### src/sfr_pkg.sv
// shared types and constants for the sync frame receiver
package sfr_pkg;

  localparam int unsigned BYTE_W  = 8;
  localparam int unsigned CRC_W   = 16;
  localparam int unsigned HALF_W  = 16;
  localparam int unsigned CNT_W   = 32;
  localparam int unsigned CFG_IDX_W  = 3;
  localparam int unsigned CFG_DATA_W = 16;

  // reset values of the crc configuration registers
  localparam logic [CRC_W-1:0] CRC_POLY_RST  = 16'h1021;
  localparam logic [CRC_W-1:0] CRC_START_RST = 16'hFFFF;

  // configuration register indexes
  typedef enum logic [CFG_IDX_W-1:0] {
    CFG_SYNC_FIRST  = 3'd0,
    CFG_SYNC_SECOND = 3'd1,
    CFG_VERSION     = 3'd2,
    CFG_PAYLOAD_LIM = 3'd3,
    CFG_CRC_POLY    = 3'd4,
    CFG_CRC_START   = 3'd5
  } cfg_idx_t;

  // parser phases
  typedef enum logic [3:0] {
    PH_SYNC1   = 4'd0,
    PH_SYNC2   = 4'd1,
    PH_VERSION = 4'd2,
    PH_TYPE    = 4'd3,
    PH_SEQ_L   = 4'd4,
    PH_SEQ_H   = 4'd5,
    PH_LEN_L   = 4'd6,
    PH_LEN_H   = 4'd7,
    PH_PAYLOAD = 4'd8,
    PH_CRC_L   = 4'd9,
    PH_CRC_H   = 4'd10
  } phase_t;

  // result event codes
  typedef enum logic [2:0] {
    EV_NONE    = 3'd0,
    EV_PAYLOAD = 3'd1,
    EV_GOOD    = 3'd2,
    EV_CRCERR  = 3'd3,
    EV_SYNCLOS = 3'd4
  } event_t;

endpackage

### src/sfr_crc_byte.sv
// one-byte msb-first crc16 update with programmable polynomial
module sfr_crc_byte (
  input  logic [sfr_pkg::CRC_W-1:0]  crc_in,
  input  logic [sfr_pkg::CRC_W-1:0]  poly,
  input  logic [sfr_pkg::BYTE_W-1:0] data,
  output logic [sfr_pkg::CRC_W-1:0]  crc_out
);
  import sfr_pkg::*;

  // eight shift-and-xor steps over one byte
  always_comb begin
    logic [CRC_W-1:0] c;
    c = crc_in ^ {data, {(CRC_W-BYTE_W){1'b0}}};
    for (int i = 0; i < BYTE_W; i++) begin
      if (c[CRC_W-1]) begin
        c = {c[CRC_W-2:0], 1'b0} ^ poly;
      end else begin
        c = {c[CRC_W-2:0], 1'b0};
      end
    end
    crc_out = c;
  end

endmodule

### src/sync_frame_receiver_crc16.sv
// Byte-serial frame receiver: sync hunt, header parse, streaming CRC16 check.
// Each accepted input beat gives its result beat in the next cycle.
// Throughput: one beat per cycle while out_ready is high; the byte-wide CRC update
// and phase decode sit between the parser state registers and the result register.
// Reset (rst_n low, synchronous): hunting for the first sync byte, counters and
// held header fields zero, registers at their defaults, no result pending.
module sync_frame_receiver_crc16 (
  input  logic                         clk,
  input  logic                         rst_n,
  // input channel
  input  logic                         in_valid,
  output logic                         in_ready,
  input  logic [sfr_pkg::BYTE_W-1:0]   in_rx_byte,
  // result channel
  output logic                         out_valid,
  input  logic                         out_ready,
  output logic [2:0]                   out_event_res,
  output logic [sfr_pkg::BYTE_W-1:0]   out_payload_byte,
  output logic [sfr_pkg::BYTE_W-1:0]   out_frame_type,
  output logic [sfr_pkg::HALF_W-1:0]   out_frame_sequence,
  output logic [sfr_pkg::HALF_W-1:0]   out_frame_length,
  output logic [sfr_pkg::CNT_W-1:0]    out_good_count,
  output logic [sfr_pkg::CNT_W-1:0]    out_crc_fail_count,
  output logic [sfr_pkg::CNT_W-1:0]    out_sync_loss_count,
  // configuration write port
  input  logic                         cfg_we,
  input  logic [sfr_pkg::CFG_IDX_W-1:0]  cfg_index,
  input  logic [sfr_pkg::CFG_DATA_W-1:0] cfg_wdata
);
  import sfr_pkg::*;

  // configuration registers
  logic [BYTE_W-1:0] sync_first_r, sync_second_r, version_r;
  logic [HALF_W-1:0] payload_limit_r;
  logic [CRC_W-1:0]  crc_poly_r, crc_start_r;

  // parser state
  phase_t            phase_r, phase_nxt;
  logic [CRC_W-1:0]  crc_running_r, crc_running_nxt;
  logic [CRC_W-1:0]  crc_received_r, crc_received_nxt;
  logic [BYTE_W-1:0] type_held_r, type_held_nxt;
  logic [HALF_W-1:0] sequence_held_r, sequence_held_nxt;
  logic [HALF_W-1:0] length_held_r, length_held_nxt;
  logic [HALF_W-1:0] payload_seen_r, payload_seen_nxt;
  logic [CNT_W-1:0]  good_total_r, good_total_nxt;
  logic [CNT_W-1:0]  crc_fail_total_r, crc_fail_total_nxt;
  logic [CNT_W-1:0]  sync_loss_total_r, sync_loss_total_nxt;

  // result register
  logic              out_valid_r, out_valid_nxt;
  event_t            event_r, event_nxt;
  logic [BYTE_W-1:0] payload_byte_r, payload_byte_nxt;

  logic              in_fire;
  logic [BYTE_W-1:0] b;
  logic              hit_first, lose, restart;
  logic [HALF_W-1:0] len_full, seen_inc;
  logic [CRC_W-1:0]  crc_rx_full, crc_in, crc_new;

  assign in_ready = !out_valid_r || out_ready;
  assign in_fire  = in_valid && in_ready;
  assign b        = in_rx_byte;

  // header decode helpers
  assign hit_first   = (b == sync_first_r);
  assign len_full    = {b, length_held_r[BYTE_W-1:0]};
  assign seen_inc    = payload_seen_r + HALF_W'(1);
  assign crc_rx_full = {b, crc_received_r[BYTE_W-1:0]};

  // sync loss on a bad second sync byte, version or over-limit length
  always_comb begin
    case (phase_r)
      PH_SYNC2:   lose = (b != sync_second_r);
      PH_VERSION: lose = (b != version_r);
      PH_LEN_H:   lose = (len_full > payload_limit_r);
      default:    lose = 1'b0;
    endcase
  end

  // hunting phases and sync loss restart the crc from the start value
  assign restart = lose || !(phase_r inside {PH_SYNC2, PH_VERSION, PH_TYPE, PH_SEQ_L,
                                             PH_SEQ_H, PH_LEN_L, PH_LEN_H, PH_PAYLOAD,
                                             PH_CRC_L, PH_CRC_H});
  assign crc_in  = restart ? crc_start_r : crc_running_r;

  sfr_crc_byte u_crc (
    .crc_in  (crc_in),
    .poly    (crc_poly_r),
    .data    (b),
    .crc_out (crc_new)
  );

  // next phase
  always_comb begin
    phase_nxt = PH_SYNC1;
    if (lose) begin
      phase_nxt = hit_first ? PH_SYNC2 : PH_SYNC1;
    end else begin
      case (phase_r)
        PH_SYNC2:   phase_nxt = PH_VERSION;
        PH_VERSION: phase_nxt = PH_TYPE;
        PH_TYPE:    phase_nxt = PH_SEQ_L;
        PH_SEQ_L:   phase_nxt = PH_SEQ_H;
        PH_SEQ_H:   phase_nxt = PH_LEN_L;
        PH_LEN_L:   phase_nxt = PH_LEN_H;
        PH_LEN_H:   phase_nxt = (len_full == '0) ? PH_CRC_L : PH_PAYLOAD;
        PH_PAYLOAD: phase_nxt = (seen_inc >= length_held_r) ? PH_CRC_L : PH_PAYLOAD;
        PH_CRC_L:   phase_nxt = PH_CRC_H;
        PH_CRC_H:   phase_nxt = PH_SYNC1;
        default:    phase_nxt = hit_first ? PH_SYNC2 : PH_SYNC1;
      endcase
    end
  end

  // datapath and result for the current beat
  always_comb begin
    crc_running_nxt     = crc_running_r;
    crc_received_nxt    = crc_received_r;
    type_held_nxt       = type_held_r;
    sequence_held_nxt   = sequence_held_r;
    length_held_nxt     = length_held_r;
    payload_seen_nxt    = payload_seen_r;
    good_total_nxt      = good_total_r;
    crc_fail_total_nxt  = crc_fail_total_r;
    sync_loss_total_nxt = sync_loss_total_r;
    event_nxt           = EV_NONE;
    payload_byte_nxt    = '0;
    case (phase_r)
      PH_SYNC2, PH_VERSION, PH_TYPE, PH_SEQ_L, PH_SEQ_H, PH_LEN_L: begin
        if (!lose) begin
          crc_running_nxt = crc_new;
        end
      end
      PH_LEN_H: begin
        length_held_nxt  = len_full;
        payload_seen_nxt = '0;
        if (!lose) begin
          crc_running_nxt = crc_new;
        end
      end
      PH_PAYLOAD: begin
        crc_running_nxt  = crc_new;
        event_nxt        = EV_PAYLOAD;
        payload_byte_nxt = b;
        payload_seen_nxt = seen_inc;
      end
      PH_CRC_L: begin
        crc_received_nxt = {{(CRC_W-BYTE_W){1'b0}}, b};
      end
      PH_CRC_H: begin
        crc_received_nxt = crc_rx_full;
        if (crc_rx_full == crc_running_r) begin
          good_total_nxt = good_total_r + CNT_W'(1);
          event_nxt      = EV_GOOD;
        end else begin
          crc_fail_total_nxt = crc_fail_total_r + CNT_W'(1);
          event_nxt          = EV_CRCERR;
        end
      end
      default: begin
        if (hit_first) begin
          crc_running_nxt = crc_new;
        end
      end
    endcase
    // header field capture
    case (phase_r)
      PH_TYPE:  type_held_nxt     = b;
      PH_SEQ_L: sequence_held_nxt = {{(HALF_W-BYTE_W){1'b0}}, b};
      PH_SEQ_H: sequence_held_nxt = {b, sequence_held_r[BYTE_W-1:0]};
      PH_LEN_L: length_held_nxt   = {{(HALF_W-BYTE_W){1'b0}}, b};
      default:  ;
    endcase
    // sync loss, with immediate restart when the byte is the first sync byte
    if (lose) begin
      sync_loss_total_nxt = sync_loss_total_r + CNT_W'(1);
      event_nxt           = EV_SYNCLOS;
      crc_running_nxt     = hit_first ? crc_new : crc_running_r;
    end
  end

  // result valid tracking
  always_comb begin
    out_valid_nxt = out_valid_r;
    if (in_fire) begin
      out_valid_nxt = 1'b1;
    end else if (out_ready) begin
      out_valid_nxt = 1'b0;
    end
  end

  // configuration registers
  always_ff @(posedge clk) begin
    if (!rst_n) begin
      sync_first_r    <= '0;
      sync_second_r   <= '0;
      version_r       <= '0;
      payload_limit_r <= '0;
      crc_poly_r      <= CRC_POLY_RST;
      crc_start_r     <= CRC_START_RST;
    end else if (cfg_we) begin
      case (cfg_index)
        CFG_SYNC_FIRST:  sync_first_r    <= cfg_wdata[BYTE_W-1:0];
        CFG_SYNC_SECOND: sync_second_r   <= cfg_wdata[BYTE_W-1:0];
        CFG_VERSION:     version_r       <= cfg_wdata[BYTE_W-1:0];
        CFG_PAYLOAD_LIM: payload_limit_r <= cfg_wdata[HALF_W-1:0];
        CFG_CRC_POLY:    crc_poly_r      <= cfg_wdata[CRC_W-1:0];
        CFG_CRC_START:   crc_start_r     <= cfg_wdata[CRC_W-1:0];
        default:         ;
      endcase
    end
  end

  // parser state and result register
  always_ff @(posedge clk) begin
    if (!rst_n) begin
      phase_r           <= PH_SYNC1;
      crc_running_r     <= '0;
      crc_received_r    <= '0;
      type_held_r       <= '0;
      sequence_held_r   <= '0;
      length_held_r     <= '0;
      payload_seen_r    <= '0;
      good_total_r      <= '0;
      crc_fail_total_r  <= '0;
      sync_loss_total_r <= '0;
      out_valid_r       <= 1'b0;
      event_r           <= EV_NONE;
      payload_byte_r    <= '0;
    end else begin
      out_valid_r <= out_valid_nxt;
      if (in_fire) begin
        phase_r           <= phase_nxt;
        crc_running_r     <= crc_running_nxt;
        crc_received_r    <= crc_received_nxt;
        type_held_r       <= type_held_nxt;
        sequence_held_r   <= sequence_held_nxt;
        length_held_r     <= length_held_nxt;
        payload_seen_r    <= payload_seen_nxt;
        good_total_r      <= good_total_nxt;
        crc_fail_total_r  <= crc_fail_total_nxt;
        sync_loss_total_r <= sync_loss_total_nxt;
        event_r           <= event_nxt;
        payload_byte_r    <= payload_byte_nxt;
      end
    end
  end

  // held fields and counters only move on an accepted beat, with the result
  assign out_valid           = out_valid_r;
  assign out_event_res       = event_r;
  assign out_payload_byte    = payload_byte_r;
  assign out_frame_type      = type_held_r;
  assign out_frame_sequence  = sequence_held_r;
  assign out_frame_length    = length_held_r;
  assign out_good_count      = good_total_r;
  assign out_crc_fail_count  = crc_fail_total_r;
  assign out_sync_loss_count = sync_loss_total_r;

  // payload byte is zero unless the event carries one
  a_payload_zero: assert property (@(posedge clk) disable iff (!rst_n)
    (out_valid && (event_r != EV_PAYLOAD)) |-> (payload_byte_r == '0))
    else $error("payload byte set without payload event");

  // good counter steps exactly with a good-frame event
  a_good_count: assert property (@(posedge clk) disable iff (!rst_n)
    in_fire |=> (good_total_r == ($past(good_total_r) +
                 ((event_r == EV_GOOD) ? CNT_W'(1) : CNT_W'(0)))))
    else $error("good counter out of step with events");

  // sync loss counter steps exactly with a sync loss event
  a_loss_count: assert property (@(posedge clk) disable iff (!rst_n)
    in_fire |=> (sync_loss_total_r == ($past(sync_loss_total_r) +
                 ((event_r == EV_SYNCLOS) ? CNT_W'(1) : CNT_W'(0)))))
    else $error("sync loss counter out of step with events");

  // payload phase is never left with the count short of the length
  a_payload_exit: assert property (@(posedge clk) disable iff (!rst_n)
    (in_fire && (phase_r == PH_PAYLOAD) && (seen_inc < length_held_r))
      |=> (phase_r == PH_PAYLOAD))
    else $error("payload phase left early");

endmodule

### config.mk
export PLATFORM = sky130hd
export DESIGN_NAME = sync_frame_receiver_crc16
export DESIGN_NICKNAME = d
export VERILOG_FILES = /design/src/sfr_pkg.sv /design/src/sfr_crc_byte.sv /design/src/sync_frame_receiver_crc16.sv
export SDC_FILE = /design/constraint.sdc
export NUM_CORES = 1
export LEC_CHECK = 0
export ABC_CLOCK_PERIOD_IN_PS = 5210
export BUFFER_PORTS_ARGS = -buffer_cell sky130_fd_sc_hd__buf_4
export CORE_MARGIN = 8
export CORE_UTILIZATION = 46
export CTS_BUF_LIST = sky130_fd_sc_hd__clkbuf_8
export CTS_CLUSTER_SIZE = 10
export DETAILED_ROUTE_END_ITERATION = 10
export PLACE_DENSITY_LB_ADDON = 0.25
export SLEW_MARGIN = 0
export SYNTH_ARGS = -nofsm -noshare
export SYNTH_HDL_FRONTEND = slang
export SYNTH_SLANG_ARGS = --single-unit
### constraint.sdc
create_clock -name clk -period 5.21 [get_ports clk]
set_clock_uncertainty 0.2 [all_clocks]
set_input_delay 0.2605 -clock clk [delete_from_list [all_inputs] [get_ports clk]]
set_output_delay 0.2605 -clock clk [all_outputs]
set_load 0.1 [all_outputs]
==> results of run 1 <==
==> cell type report <==
cell class              instances  area (sq um)  area share (%)
diodes                          1          2.50          0.0138
clock buffers                  57           785            4.31
clock inverters                25           150           0.826
inverters                      47           181           0.998
multi-input cells            1387          8700            47.8
flip-flops and latches        264          5320            29.2
well taps                     396           495            2.72
repair buffers                317          2560            14.1
==> registers in the layout, indices dropped and copies added (netlist names), 16 cells and up <==
register / count
payload_limit_r: 16
out_crc_fail_count: 32
crc_poly_r: 16
out_frame_sequence: 16
out_good_count: 32
out_sync_loss_count: 32
payload_seen_r: 16
crc_running_r: 16
out_frame_length: 16
crc_start_r: 16
==> per-layer routing <==
layer,vias to the layer above,global-route usage [%],share of wire [%]
met5,-,0,0.030
met2,418,35.7,45
met3,107,5.23,7.5
li1,6575,-,-
met1,6290,28.3,43
met4,2,10.5,4.3
==> cell usage in the layout (no fill, tap or decap), drive strengths merged, types with 38 or more instances in the layout <==
master,n
buf,278
nor2,177
nand2,357
dfxtp,264
o21ai,50
nand3,87
dlygate4sd3,38
xnor2,126
inv,64
clkbuf,58
a21oi,133
xor2,115
==> synth_stat cells (all sizes together) (4+ instances only) <==
library cell  number  area, sq um
nand2            357         1360
a21o              16          120
nand3             87          435
or3               21          136
nor4              12         75.1
nand2b             8         57.6
a22oi             15          113
nand3b            11         82.6
and4              17          149
ha                36          450
o211ai            13          108
nor3              12         60.1
xor2             115         1010
buf               19          123
nand4             29          181
a31oi              4         25.0
nor2b             16          100
inv               44          165
a21oi            133          666
clkbuf            89          334
xnor2            126         1120
and3              28          175
o21ai             50          250
nor2             177          667
dfxtp            264         5290
and2              13         81.3
a211oi            14          105
xnor3              4         90.1
mux2i             31          310
==> stage by stage <==
stage	setup WS (ns)	std cells	area (sq um)
2_1_floorplan	0.0157	1806	14200
3_3_place_gp	-0.266	2359	16300
3_5_place_dp	-0.338	2359	16300
4_1_cts	-0.0774	2489	17900
5_1_grt	-0.405	2493	18200
6_report	-0.165	2494	18200
==> repair_timing <==
action | 4_1_cts | 5_1_grt
gates resized for setup | 42 | 41
hold buffers | 38 | 0
setup endpoints to repair | 16 | 16
gates cloned | 2 | 0
buffers inserted | 10 | 4
pin swaps | 33 | 28
hold endpoints to repair | 89 | 0
==> cells by family (layout without fill, tap and decap cells) <==
family,Yosys count,in the layout,share of synthesized area (%)
AO/OA/AOI/OAI,276,276,11.7
flip-flops,264,264,37.2
adder cells (fa/ha/maj),36,36,3.17
AND/OR/NAND/NOR,799,799,25.7
multiplexers,31,31,2.18
buffers and inverters,155,446,4.46
other,0,1,0
XOR/XNOR,245,245,15.6
==> worst min-delay path by stage <==
| stage | slack (ns) | to | from |
|---|---|---|---|
| floorplan | 0.18 | crc_start_r[0] | cfg_wdata[0] |
| global placement | 0.24 | out_frame_sequence[10] | out_frame_sequence[10] |
| detailed placement | 0.25 | payload_limit_r[8] | payload_limit_r[8] |
| CTS | 0.007 | out_frame_sequence[3] | in_rx_byte[3] |
| global route | 0.02 | out_frame_sequence[3] | in_rx_byte[3] |
| finish | 0.04 | out_frame_sequence[3] | in_rx_byte[3] |
==> critical path: cells and delay by family (launching register included) <==
| kind | cells | cell delay (ns) |
|---|---|---|
| adder cells (fa/ha/maj) | 1 | 0.26 |
| buffers and inverters | 4 | 0.51 |
| AO/OA/AOI/OAI | 6 | 1.05 |
| multiplexers | 1 | 0.38 |
| XOR/XNOR | 2 | 0.49 |
| flip-flops | 1 | 0.33 |
| AND/OR/NAND/NOR | 8 | 2.06 |
==> power groups by stage <==
stage | combinational (uW) | sequential, uW | clock, uW
2_1_floorplan | 419 | 2090 | 0
3_3_place_gp | 594 | 2090 | 0
3_5_place_dp | 601 | 2090 | 0
4_1_cts | 699 | 2050 | 1960
5_1_grt | 796 | 2050 | 2040
6_report | 751 | 2050 | 1910
==> impl_metrics.prom, run 1 <==
# TYPE chip_impl_metric gauge
chip_impl_info{name="result_of_the_run",value="complete, but fails checks"} 1
chip_impl_info{name="failed_checks",value="setup timing"} 1
chip_impl_metric{name="powerDensity",unit="nW/um^2"} 259
chip_impl_metric{name="power_leakage",unit="uW"} 0.00739
chip_impl_info{name="tritoncts",value="built"} 1
chip_impl_metric{name="synthArstFlopShare",unit="%"} 0
chip_impl_metric{name="finalNetCount",unit=""} 2130
chip_impl_metric{name="areaGrowthSynthToFinish",unit="%"} 28.1
chip_impl_metric{name="wire_length_of_the_first_global_routing_pass",unit="um"} 67100
chip_impl_metric{name="r2r_slack",unit="ns"} -0.16
chip_impl_metric{name="setup_tns",unit="ns"} -1.73
chip_impl_metric{name="maxSlewViolCount",unit=""} 0
chip_impl_metric{name="number_of_synthesized_register_bits",unit=""} 264
chip_impl_metric{name="post-route-min-period",unit="ns"} 5.37
chip_impl_metric{name="synthesis.instances",unit=""} 1806
chip_impl_metric{name="routedWlPerCell",unit="um"} 17.3
chip_impl_metric{name="floorplan.die.height",unit="um"} 192
chip_impl_metric{name="power.share.combinational",unit="%"} 15.9
chip_impl_metric{name="max-clock-path-buffers",unit=""} 3
chip_impl_metric{name="power.internal",unit="uW"} 3430
chip_impl_metric{name="number_of_buffers_added_by_the_clock_tree_synthesis_step",unit=""} 45
chip_impl_metric{name="grt_util_overall",unit="%"} 22.4
chip_impl_metric{name="drtAntennaViolNets",unit=""} 0
chip_impl_metric{name="p_sw_share",unit="%"} 27.3
chip_impl_metric{name="nFillCells",unit=""} 2701
chip_impl_metric{name="detailroute.via_count",unit=""} 13400
chip_impl_metric{name="die_width",unit="um"} 192
chip_impl_metric{name="synth_fp_nets",unit=""} 1874
chip_impl_metric{name="yosys_warnings",unit=""} 0
chip_impl_metric{name="cell_rows",unit=""} 64
chip_impl_metric{name="worst_slew_pin_slew",unit="ns"} 1.02
chip_impl_info{name="rsz0062_at_grt",value="true"} 1
chip_impl_metric{name="largest_net_degree_at_the_start_of_global_routing",unit=""} 135
chip_impl_info{name="timing.hold.worst.class",value="in2reg"} 1
chip_impl_metric{name="cts-htree-levels",unit=""} 2
chip_impl_metric{name="synth_cell_types",unit=""} 70
chip_impl_metric{name="power.share.sequential",unit="%"} 43.5
chip_impl_metric{name="p_switching",unit="uW"} 1290
chip_impl_metric{name="syn_area_per_cell",unit="sq um"} 7.86
chip_impl_metric{name="cp.required",unit="ns"} 5.50
chip_impl_metric{name="ys_seq_area_share",unit="%"} 37.2
chip_impl_metric{name="setup-violations-final",unit=""} 16
chip_impl_metric{name="buffer_ports.inserted",unit=""} 180
chip_impl_metric{name="worstRegToRegCells",unit=""} 22
chip_impl_metric{name="max_freq",unit="GHz"} 0.186
chip_impl_info{name="criticalPathCategory",value="reg2reg"} 1
chip_impl_metric{name="ir_drop",unit="uV"} 180
chip_impl_metric{name="clk_latency",unit="ns"} 0.57
chip_impl_info{name="worst_path_max_delay_cell",value="sky130_fd_sc_hd__or4_4"} 1
chip_impl_info{name="setup.worst_path.start_class",value="flip-flop"} 1
chip_impl_metric{name="initial_utilization",unit="%"} 46.6
chip_impl_info{name="crit_path_launch",value="payload_limit_r[10]"} 1
chip_impl_metric{name="wirelength",unit="um"} 43200
chip_impl_metric{name="total_die_area",unit="sq um"} 36800
chip_impl_metric{name="overflow",unit=""} 0
chip_impl_info{name="endpoint",value="crc_running_r[6]"} 1
chip_impl_metric{name="antenna_violations_before_repair",unit=""} 1
chip_impl_metric{name="synth_enable_flop_cells",unit=""} 0
chip_impl_metric{name="dr.pass1.iters",unit=""} 5
chip_impl_metric{name="gpl.final_weighted_congestion",unit=""} 0.894
chip_impl_metric{name="max_slew_margin",unit="%"} 32.2
chip_impl_info{name="worstPathCellList",value="inv_2 -> ha_4 -> nand4_1 -> nor4_2 -> buf_4 -> a21boi_4 -> o21bai_4 -> and4_4 -> buf_6 -> o211ai_1 -> nand2_1 -> or4_4 -> a311o_1 -> and2_4 -> xnor3_1 -> o221ai_2 -> mux2i_2 -> xnor2_4 -> buf_12 -> and2_4 -> or3_1 -> o211ai_1"} 1
chip_impl_metric{name="timing.max_cap.violations",unit=""} 0
chip_impl_metric{name="worst_path_largest_cell_delay",unit="ns"} 0.55
chip_impl_metric{name="worst_hold_path.num_cells",unit=""} 4
chip_impl_metric{name="design.portCount",unit=""} 181
chip_impl_metric{name="worst_hold_slack",unit="ns"} 0.0431
chip_impl_metric{name="total_power",unit="uW"} 4710
chip_impl_metric{name="post-route-drc-count",unit=""} 0
chip_impl_metric{name="cts_sinks",unit=""} 264
chip_impl_metric{name="finalWorstSetupSlack",unit="ns"} -0.165
chip_impl_metric{name="period_share",unit="%"} 103
chip_impl_info{name="worst_setup_path_end_kind",value="flip-flop"} 1
chip_impl_metric{name="synthesis.area",unit="sq um"} 14200
chip_impl_info{name="root_buffer",value="sky130_fd_sc_hd__clkbuf_8"} 1
chip_impl_metric{name="drt_iter0_drc",unit=""} 924
chip_impl_info{name="synth-main-ff-cell",value="sky130_fd_sc_hd__dfxtp_1"} 1
chip_impl_info{name="critical_path.reg2reg.startpoint",value="payload_limit_r[10]"} 1
chip_impl_metric{name="critPathArrivalTime",unit="ns"} 5.67
chip_impl_metric{name="final_hold_viol_count",unit=""} 0
chip_impl_metric{name="place_hpwl",unit="um"} 29900
chip_impl_metric{name="fin_util",unit="%"} 59.6
chip_impl_metric{name="drt-vias-per-instance",unit=""} 5.37
chip_impl_metric{name="final_layout_size_suffix_gt1_share",unit="%"} 21.0
chip_impl_metric{name="path_max_fanout",unit=""} 8
chip_impl_metric{name="power.clock.fraction",unit="%"} 40.6
chip_impl_info{name="rr_endpoint",value="crc_running_r[6]"} 1
chip_impl_metric{name="floorplan.core_area",unit="sq um"} 30500
chip_impl_metric{name="cts.reportedPaths.clkPinSlew",unit="ns"} 0.06
chip_impl_metric{name="via_count_of_the_first_global_routing_pass",unit=""} 12700
Power figures use the tool's default switching activity.
==> run 2, diff against run 1 <==
CORE_MARGIN = 2   (was 8)
CORE_UTILIZATION = 43   (was 46)
==> run 2 against run 1 <==
  * The run still ends with setup timing left
  * Hold slack better by 0.045 ns
  * Non-clock buffer count is 4 lower
  * Combinational power is 9.2% lower
  * Flip-flop and latch count stayed put
  * Critical endpoint is now crc_running_r[4]
  * Highest routed layer is now met4
==> impl_metrics.prom, run 2 (same netlist as run 1, synthesis figures left out) <==
# TYPE chip_impl_metric gauge
chip_impl_metric{name="maxSlewViolCount",unit=""} 0
chip_impl_metric{name="max-clock-path-buffers",unit=""} 3
chip_impl_metric{name="floorplan.die.height",unit="um"} 186
chip_impl_metric{name="max_freq",unit="GHz"} 0.189
chip_impl_metric{name="fin_util",unit="%"} 55.9
chip_impl_info{name="rsz0062_at_grt",value="true"} 1
chip_impl_metric{name="place_hpwl",unit="um"} 29300
chip_impl_info{name="criticalPathCategory",value="reg2reg"} 1
chip_impl_metric{name="cts_sinks",unit=""} 264
chip_impl_metric{name="finalNetCount",unit=""} 2129
chip_impl_metric{name="clk_latency",unit="ns"} 0.59
chip_impl_metric{name="finalWorstSetupSlack",unit="ns"} -0.0871
chip_impl_metric{name="r2r_slack",unit="ns"} -0.09
chip_impl_metric{name="number_of_buffers_added_by_the_clock_tree_synthesis_step",unit=""} 48
chip_impl_metric{name="antenna_violations_before_repair",unit=""} 0
chip_impl_metric{name="worst_hold_slack",unit="ns"} 0.0878
chip_impl_info{name="root_buffer",value="sky130_fd_sc_hd__clkbuf_8"} 1
chip_impl_metric{name="drt_iter0_drc",unit=""} 841
chip_impl_info{name="result_of_the_run",value="complete, but fails checks"} 1
chip_impl_metric{name="post-route-min-period",unit="ns"} 5.30
chip_impl_metric{name="setup-violations-final",unit=""} 6
chip_impl_info{name="layout_commonest_cell",value="sky130_fd_sc_hd__nand2_1"} 1
chip_impl_metric{name="via_count_of_the_first_global_routing_pass",unit=""} 12500
chip_impl_metric{name="period_share",unit="%"} 102
chip_impl_metric{name="gpl.final_weighted_congestion",unit=""} 0.885
chip_impl_metric{name="largest_net_degree_at_the_start_of_global_routing",unit=""} 142
chip_impl_metric{name="areaGrowthSynthToFinish",unit="%"} 28.0
chip_impl_metric{name="detail_route.wirelength.met1",unit="um"} 18700
chip_impl_info{name="tritoncts",value="built"} 1
chip_impl_metric{name="max_slew_margin",unit="%"} 27.2
chip_impl_metric{name="insertedDiodeCount",unit=""} 0
chip_impl_info{name="failed_checks",value="setup timing"} 1
chip_impl_metric{name="power_leakage",unit="uW"} 0.00735
chip_impl_metric{name="final_hold_viol_count",unit=""} 0
chip_impl_metric{name="wire_length_of_the_first_global_routing_pass",unit="um"} 65300
chip_impl_metric{name="powerDensity",unit="nW/um^2"} 269
chip_impl_metric{name="worst_slew_pin_slew",unit="ns"} 1.09
chip_impl_metric{name="path_max_fanout",unit=""} 16
chip_impl_metric{name="cts-htree-levels",unit=""} 2
chip_impl_metric{name="dr.pass1.iters",unit=""} 5
chip_impl_metric{name="total_die_area",unit="sq um"} 34500
chip_impl_metric{name="timing.max_cap.violations",unit=""} 0
chip_impl_info{name="worst_setup_path_end_kind",value="flip-flop"} 1
chip_impl_metric{name="overflow",unit=""} 0
chip_impl_metric{name="final_layout_size_suffix_gt1_share",unit="%"} 20.6
chip_impl_metric{name="drt-vias-per-instance",unit=""} 5.25
chip_impl_metric{name="ir_drop",unit="uV"} 218
chip_impl_metric{name="cts.reportedPaths.clkPinSlew",unit="ns"} 0.06
chip_impl_info{name="setup.worst_path.start_class",value="flip-flop"} 1
chip_impl_metric{name="post-route-drc-count",unit=""} 0
chip_impl_metric{name="wl_met3",unit="um"} 3120
chip_impl_metric{name="routedWlPerCell",unit="um"} 16.6
chip_impl_metric{name="cp.required",unit="ns"} 5.51
chip_impl_metric{name="floorplan.core_area",unit="sq um"} 32500
chip_impl_info{name="timing.hold.worst.class",value="in2reg"} 1
chip_impl_metric{name="detailroute.via_count",unit=""} 13300
chip_impl_metric{name="initial_utilization",unit="%"} 43.7
chip_impl_metric{name="nFillCells",unit=""} 3026
chip_impl_metric{name="design.portCount",unit=""} 181
chip_impl_metric{name="drtAntennaViolNets",unit=""} 0
chip_impl_metric{name="setup_tns",unit="ns"} -0.318
chip_impl_info{name="mostFrequentLayoutCells",value="sky130_fd_sc_hd__nand2_1 (342), sky130_fd_sc_hd__buf_4 (274), sky130_fd_sc_hd__dfxtp_1 (251)"} 1
chip_impl_metric{name="die_width",unit="um"} 186
chip_impl_metric{name="buffer_ports.inserted",unit=""} 180
chip_impl_metric{name="met2WireLength",unit="um"} 19100
chip_impl_metric{name="grt_util_overall",unit="%"} 23.5
chip_impl_metric{name="cell_rows",unit=""} 66
chip_impl_metric{name="critPathArrivalTime",unit="ns"} 5.60
chip_impl_info{name="topRoutingLayerUsed",value="met4"} 1
chip_impl_metric{name="wirelength",unit="um"} 42100
==> run 2: changes by cell type in the layout (fill, tap and decap cells not counted), moves of 3 or more <==
cell                            change
sky130_fd_sc_hd__xnor2_1            +3
sky130_fd_sc_hd__a211oi_1           +3
sky130_fd_sc_hd__clkbuf_8           +5
sky130_fd_sc_hd__dlygate4sd3_1      -4
sky130_fd_sc_hd__buf_4              +3
sky130_fd_sc_hd__nand2_2            +4
sky130_fd_sc_hd__and2_1             +3
sky130_fd_sc_hd__a211oi_2           -4
==> run 2: path summary, 6_finish.rpt <==
check	from	to	cells past startpoint
setup / recovery	payload_limit_r[8]	crc_running_r[4]	22
hold / removal	cfg_index[2]	version_r[5]	6
setup reg to reg	payload_limit_r[8]	crc_running_r[4]	22
hold reg to reg	out_frame_sequence[8]	out_frame_sequence[8]	2
==> run 2: worst max-delay path, cell delays in order, from the launching register on <==
cell and delay [ns]:
sky130_fd_sc_hd__dfxtp_2 0.34, sky130_fd_sc_hd__inv_2 0.05, sky130_fd_sc_hd__ha_4 0.26, sky130_fd_sc_hd__nand4_1 0.18, sky130_fd_sc_hd__nor4_4 0.33, sky130_fd_sc_hd__a21o_1 0.18, sky130_fd_sc_hd__o21bai_4 0.13, sky130_fd_sc_hd__and4_4 0.27
sky130_fd_sc_hd__buf_4 0.12, sky130_fd_sc_hd__a22oi_2 0.10, sky130_fd_sc_hd__or4_4 0.53, sky130_fd_sc_hd__a31o_1 0.24, sky130_fd_sc_hd__a21o_1 0.18, sky130_fd_sc_hd__a221o_1 0.30, sky130_fd_sc_hd__o211ai_2 0.10, sky130_fd_sc_hd__xnor2_1 0.22
sky130_fd_sc_hd__nand2_1 0.11, sky130_fd_sc_hd__xnor3_1 0.44, sky130_fd_sc_hd__xnor2_2 0.18, sky130_fd_sc_hd__buf_12 0.17, sky130_fd_sc_hd__and2_1 0.17, sky130_fd_sc_hd__or3_1 0.34, sky130_fd_sc_hd__o211ai_1 0.08
==> run 2: final cells by class <==
class,count,area [sq um],share of cell area [%]
Sequential cell,264,5320,29.2
Timing Repair Buffer,313,2490,13.7
Inverter,47,181,0.998
Multi-Input combinational cell,1387,8580,47.2
Clock inverter,25,218,1.20
Tap cell,442,553,3.04
Clock buffer,62,853,4.69
==> run 2: layer usage <==
| layer | up-vias | track usage (%) |
|---|---|---|
| li1 | 6581 | - |
| met1 | 6249 | 32.0 |
| met2 | 435 | 37.2 |
| met3 | 81 | 4.64 |
| met4 | 0 | 8.03 |
| met5 | - | 0 |
==> run 2: timing repair <==
action,4_1_cts,5_1_grt
buffers inserted,0,4
pin swaps,10,21
resized for setup,17,39
setup endpoints to repair,16,16
cloned,0,1
endpoints found under the hold margin,89,0
hold buffers,35,0
==> run 2: report_power, final <==
| group | total (uW) | switching (uW) | internal, uW |
|---|---|---|---|
| clock | 2150 | 923 | 1230 |
| sequential | 2050 | 17.2 | 2030 |
| combinational | 682 | 369 | 313 |
| total | 4890 | 1310 | 3580 |
==> run 2: stage by stage <==
step                total power [uW]  setup WS, ns  std cells  instance area, sq um
CTS                             4870       -0.0349       2535                 17900
floorplan                       2500        0.0157       1806                 14200
global placement                2680        -0.253       2413                 16400
detailed placement              2690        -0.325       2413                 16400
finish                          4890       -0.0871       2540                 18200
global route                    5060        -0.332       2540                 18200
==> run 3, diff against run 2 <==
SETUP_SLACK_MARGIN = 0.3   (was not set)
==> run 3 against run 2 <==
  * The run still ends with setup timing left
  * Sequential share of layout area rose by 0.27 points
  * Clock power shrank 17%
  * Hold slack got worse by 0.048 ns
  * Critical path depth up 1
  * Register-to-register slack got worse by 0.03 ns
  * Highest routed layer unchanged
==> impl_metrics.prom, run 3 (same netlist as run 1, synthesis figures left out) <==
# TYPE chip_impl_metric gauge
chip_impl_metric{name="design.portCount",unit=""} 181
chip_impl_metric{name="period_share",unit="%"} 102
chip_impl_metric{name="max_freq",unit="GHz"} 0.188
chip_impl_info{name="crit_path_launch",value="payload_limit_r[7]"} 1
chip_impl_info{name="mostFrequentLayoutCells",value="sky130_fd_sc_hd__nand2_1 (343), sky130_fd_sc_hd__buf_4 (276), sky130_fd_sc_hd__dfxtp_1 (251)"} 1
chip_impl_metric{name="floorplan.die.height",unit="um"} 186
chip_impl_metric{name="routedWlPerCell",unit="um"} 16.8
chip_impl_metric{name="nFillCells",unit=""} 3062
chip_impl_metric{name="cell_rows",unit=""} 66
chip_impl_info{name="tritoncts",value="built"} 1
chip_impl_info{name="rsz0062_at_grt",value="true"} 1
chip_impl_metric{name="cp.required",unit="ns"} 5.50
chip_impl_metric{name="dpl.cell_count",unit=""} 2411
chip_impl_metric{name="wire_length_of_the_first_global_routing_pass",unit="um"} 67100
chip_impl_info{name="worst_path_max_delay_cell",value="sky130_fd_sc_hd__or4_4"} 1
chip_impl_metric{name="grtUsageMet2",unit="%"} 38.7
chip_impl_metric{name="drt_iter0_drc",unit=""} 1004
chip_impl_metric{name="clk_latency",unit="ns"} 0.58
chip_impl_metric{name="worst_slew_pin_slew",unit="ns"} 0.922
chip_impl_metric{name="initial_utilization",unit="%"} 43.7
chip_impl_metric{name="max_slew_margin",unit="%"} 38.6
chip_impl_info{name="hold_start",value="in_rx_byte[2]"} 1
chip_impl_info{name="worstPathCellList",value="inv_1 -> ha_1 -> nand2_1 -> buf_4 -> nor4_4 -> a21o_1 -> or3_1 -> and4_4 -> buf_6 -> a22o_4 -> nand2_2 -> nor3_2 -> or4_4 -> a311o_1 -> and2_4 -> xnor3_1 -> o221ai_2 -> mux2i_1 -> xnor2_2 -> buf_12 -> and2_1 -> or3_1 -> o211ai_1"} 1
chip_impl_metric{name="ir_drop",unit="uV"} 234
chip_impl_metric{name="areaGrowthSynthToFinish",unit="%"} 27.0
chip_impl_metric{name="drtAntennaViolNets",unit=""} 0
chip_impl_info{name="setup.worst_path.start_class",value="flip-flop"} 1
chip_impl_metric{name="max-clock-path-buffers",unit=""} 3
chip_impl_info{name="timing.hold.worst.class",value="in2reg"} 1
chip_impl_metric{name="detailroute.via_count",unit=""} 13400
chip_impl_metric{name="maxSlewViolCount",unit=""} 0
chip_impl_metric{name="p_switching",unit="uW"} 1260
chip_impl_metric{name="final_cell_count_no_fill",unit=""} 2537
chip_impl_metric{name="via_count_of_the_first_global_routing_pass",unit=""} 12500
chip_impl_metric{name="power.share.combinational",unit="%"} 15.7
chip_impl_info{name="root_buffer",value="sky130_fd_sc_hd__clkbuf_8"} 1
chip_impl_metric{name="dr.pass1.iters",unit=""} 5
chip_impl_metric{name="timing.max_cap.violations",unit=""} 0
chip_impl_metric{name="cts.reportedPaths.clkPinSlew",unit="ns"} 0.06
chip_impl_metric{name="final_hold_viol_count",unit=""} 0
chip_impl_info{name="criticalPathCategory",value="reg2reg"} 1
chip_impl_metric{name="gpl.final_weighted_congestion",unit=""} 0.907
chip_impl_metric{name="finalWorstSetupSlack",unit="ns"} -0.113
chip_impl_metric{name="worst_path_largest_cell_delay",unit="ns"} 0.48
chip_impl_info{name="result_of_the_run",value="complete, but fails checks"} 1
chip_impl_metric{name="number_of_buffers_added_by_the_clock_tree_synthesis_step",unit=""} 45
chip_impl_info{name="top_usage_layer",value="met2"} 1
chip_impl_info{name="worst_setup_path_end_kind",value="flip-flop"} 1
chip_impl_metric{name="grt_util_overall",unit="%"} 24.4
chip_impl_metric{name="buffer_ports.inserted",unit=""} 180
chip_impl_info{name="critical_path.reg2reg.startpoint",value="payload_limit_r[7]"} 1
chip_impl_info{name="worst_path_most_repeated_cell",value="sky130_fd_sc_hd__or3_1"} 1
chip_impl_metric{name="total_die_area",unit="sq um"} 34500
chip_impl_metric{name="setup_tns",unit="ns"} -1.07
chip_impl_metric{name="p_sw_share",unit="%"} 27.6
chip_impl_metric{name="die_width",unit="um"} 186
chip_impl_metric{name="power.clock.fraction",unit="%"} 39.3
chip_impl_metric{name="power.internal",unit="uW"} 3300
chip_impl_info{name="layout_commonest_cell",value="sky130_fd_sc_hd__nand2_1"} 1
chip_impl_metric{name="final_layout_size_suffix_gt1_share",unit="%"} 20.1
chip_impl_info{name="critPathTopFamily",value="simple AND/OR/NAND/NOR gates"} 1
chip_impl_metric{name="place_hpwl",unit="um"} 29300
chip_impl_metric{name="critPathArrivalTime",unit="ns"} 5.62
chip_impl_metric{name="post-route-min-period",unit="ns"} 5.32
chip_impl_metric{name="powerDensity",unit="nW/um^2"} 253
chip_impl_metric{name="met3_usage",unit="%"} 4.99
chip_impl_metric{name="finalNetCount",unit=""} 2131
chip_impl_metric{name="crit_buf_inv",unit=""} 4
chip_impl_metric{name="wirelength",unit="um"} 42700
chip_impl_metric{name="setup-violations-final",unit=""} 14
chip_impl_info{name="failed_checks",value="setup timing"} 1
chip_impl_metric{name="cts_sinks",unit=""} 264
chip_impl_metric{name="cts-htree-levels",unit=""} 2
chip_impl_metric{name="floorplan.core_area",unit="sq um"} 32500
chip_impl_metric{name="insertedDiodeCount",unit=""} 0
chip_impl_metric{name="power_leakage",unit="uW"} 0.00727
chip_impl_metric{name="power.share.sequential",unit="%"} 44.9
chip_impl_metric{name="overflow",unit=""} 0
chip_impl_metric{name="grt_use_met1",unit="%"} 33.2
chip_impl_metric{name="post-route-drc-count",unit=""} 0
chip_impl_metric{name="drt-vias-per-instance",unit=""} 5.27
chip_impl_metric{name="path_max_fanout",unit=""} 15
chip_impl_metric{name="largest_net_degree_at_the_start_of_global_routing",unit=""} 123
chip_impl_metric{name="antenna_violations_before_repair",unit=""} 0
run 3: per-stage QoR:
step	utilization, %	total power (uW)	setup WS (ns)	hold WS [ns]	cell area (sq um)
CTS	55.0	4570	-0.0269	0.0157	17900
global route	55.4	4750	-0.349	0.0301	18000
finish	55.4	4550	-0.113	0.0396	18000
floorplan	-	2510	0.139	0.184	14300
global placement	50.6	2700	-0.196	0.241	16500
detailed placement	50.6	2710	-0.407	0.248	16500
run 3: power groups by stage:
stage	logic, uW	registers, uW	clock network [uW]
global route	766	2050	1930
finish	715	2050	1790
CTS	687	2050	1830
detailed placement	618	2090	0
floorplan	424	2080	0
global placement	607	2090	0
run 3: repair_timing:
item	4_1_cts	5_1_grt
buffers inserted	7	3
hold endpoints to repair	90	0
resized for setup	33	20
cloned	1	0
pin swaps	15	19
hold buffers	36	0
setup endpoints to repair	16	16
run 3: routing by layer:
metal  vias up  routed length [um]  share of wire [%]
met5         -                   0                  0
met1      6314               19100                 45
li1       6581                   -                  -
met2       396               19400                 45
met4         0                1210                2.8
met3        78                2980                7.0
run 3: worst reg2reg max path: stages (launching register included):
cell and delay [ns]:
sky130_fd_sc_hd__dfxtp_2 0.34, sky130_fd_sc_hd__inv_1 0.04, sky130_fd_sc_hd__ha_1 0.30, sky130_fd_sc_hd__nand2_1 0.10, sky130_fd_sc_hd__buf_4 0.12, sky130_fd_sc_hd__nor4_4 0.04, sky130_fd_sc_hd__a21o_1 0.19, sky130_fd_sc_hd__or3_1 0.39
sky130_fd_sc_hd__and4_4 0.19, sky130_fd_sc_hd__buf_6 0.12, sky130_fd_sc_hd__a22o_4 0.26, sky130_fd_sc_hd__nand2_2 0.08, sky130_fd_sc_hd__nor3_2 0.06, sky130_fd_sc_hd__or4_4 0.48, sky130_fd_sc_hd__a311o_1 0.37, sky130_fd_sc_hd__and2_4 0.18
sky130_fd_sc_hd__xnor3_1 0.35, sky130_fd_sc_hd__o221ai_2 0.25, sky130_fd_sc_hd__mux2i_1 0.30, sky130_fd_sc_hd__xnor2_2 0.11, sky130_fd_sc_hd__buf_12 0.16, sky130_fd_sc_hd__and2_1 0.17, sky130_fd_sc_hd__or3_1 0.35, sky130_fd_sc_hd__o211ai_1 0.08
run 3: final timing paths:
kind	end	slack (ns)	cells past startpoint
max	crc_running_r[6]	-0.11	23
min	out_frame_sequence[2]	0.04	4
max reg2reg	crc_running_r[6]	-0.11	23
min reg2reg	out_frame_sequence[13]	0.25	2
run 3: final cells by class:
class | count | area (sq um) | area share, %
Clock inverter | 26 | 124 | 0.687
Multi-Input combinational cell | 1387 | 8570 | 47.5
Sequential cell | 264 | 5320 | 29.5
Inverter | 47 | 181 | 1.01
Clock buffer | 53 | 729 | 4.05
Timing Repair Buffer | 318 | 2550 | 14.1
Tap cell | 442 | 553 | 3.07
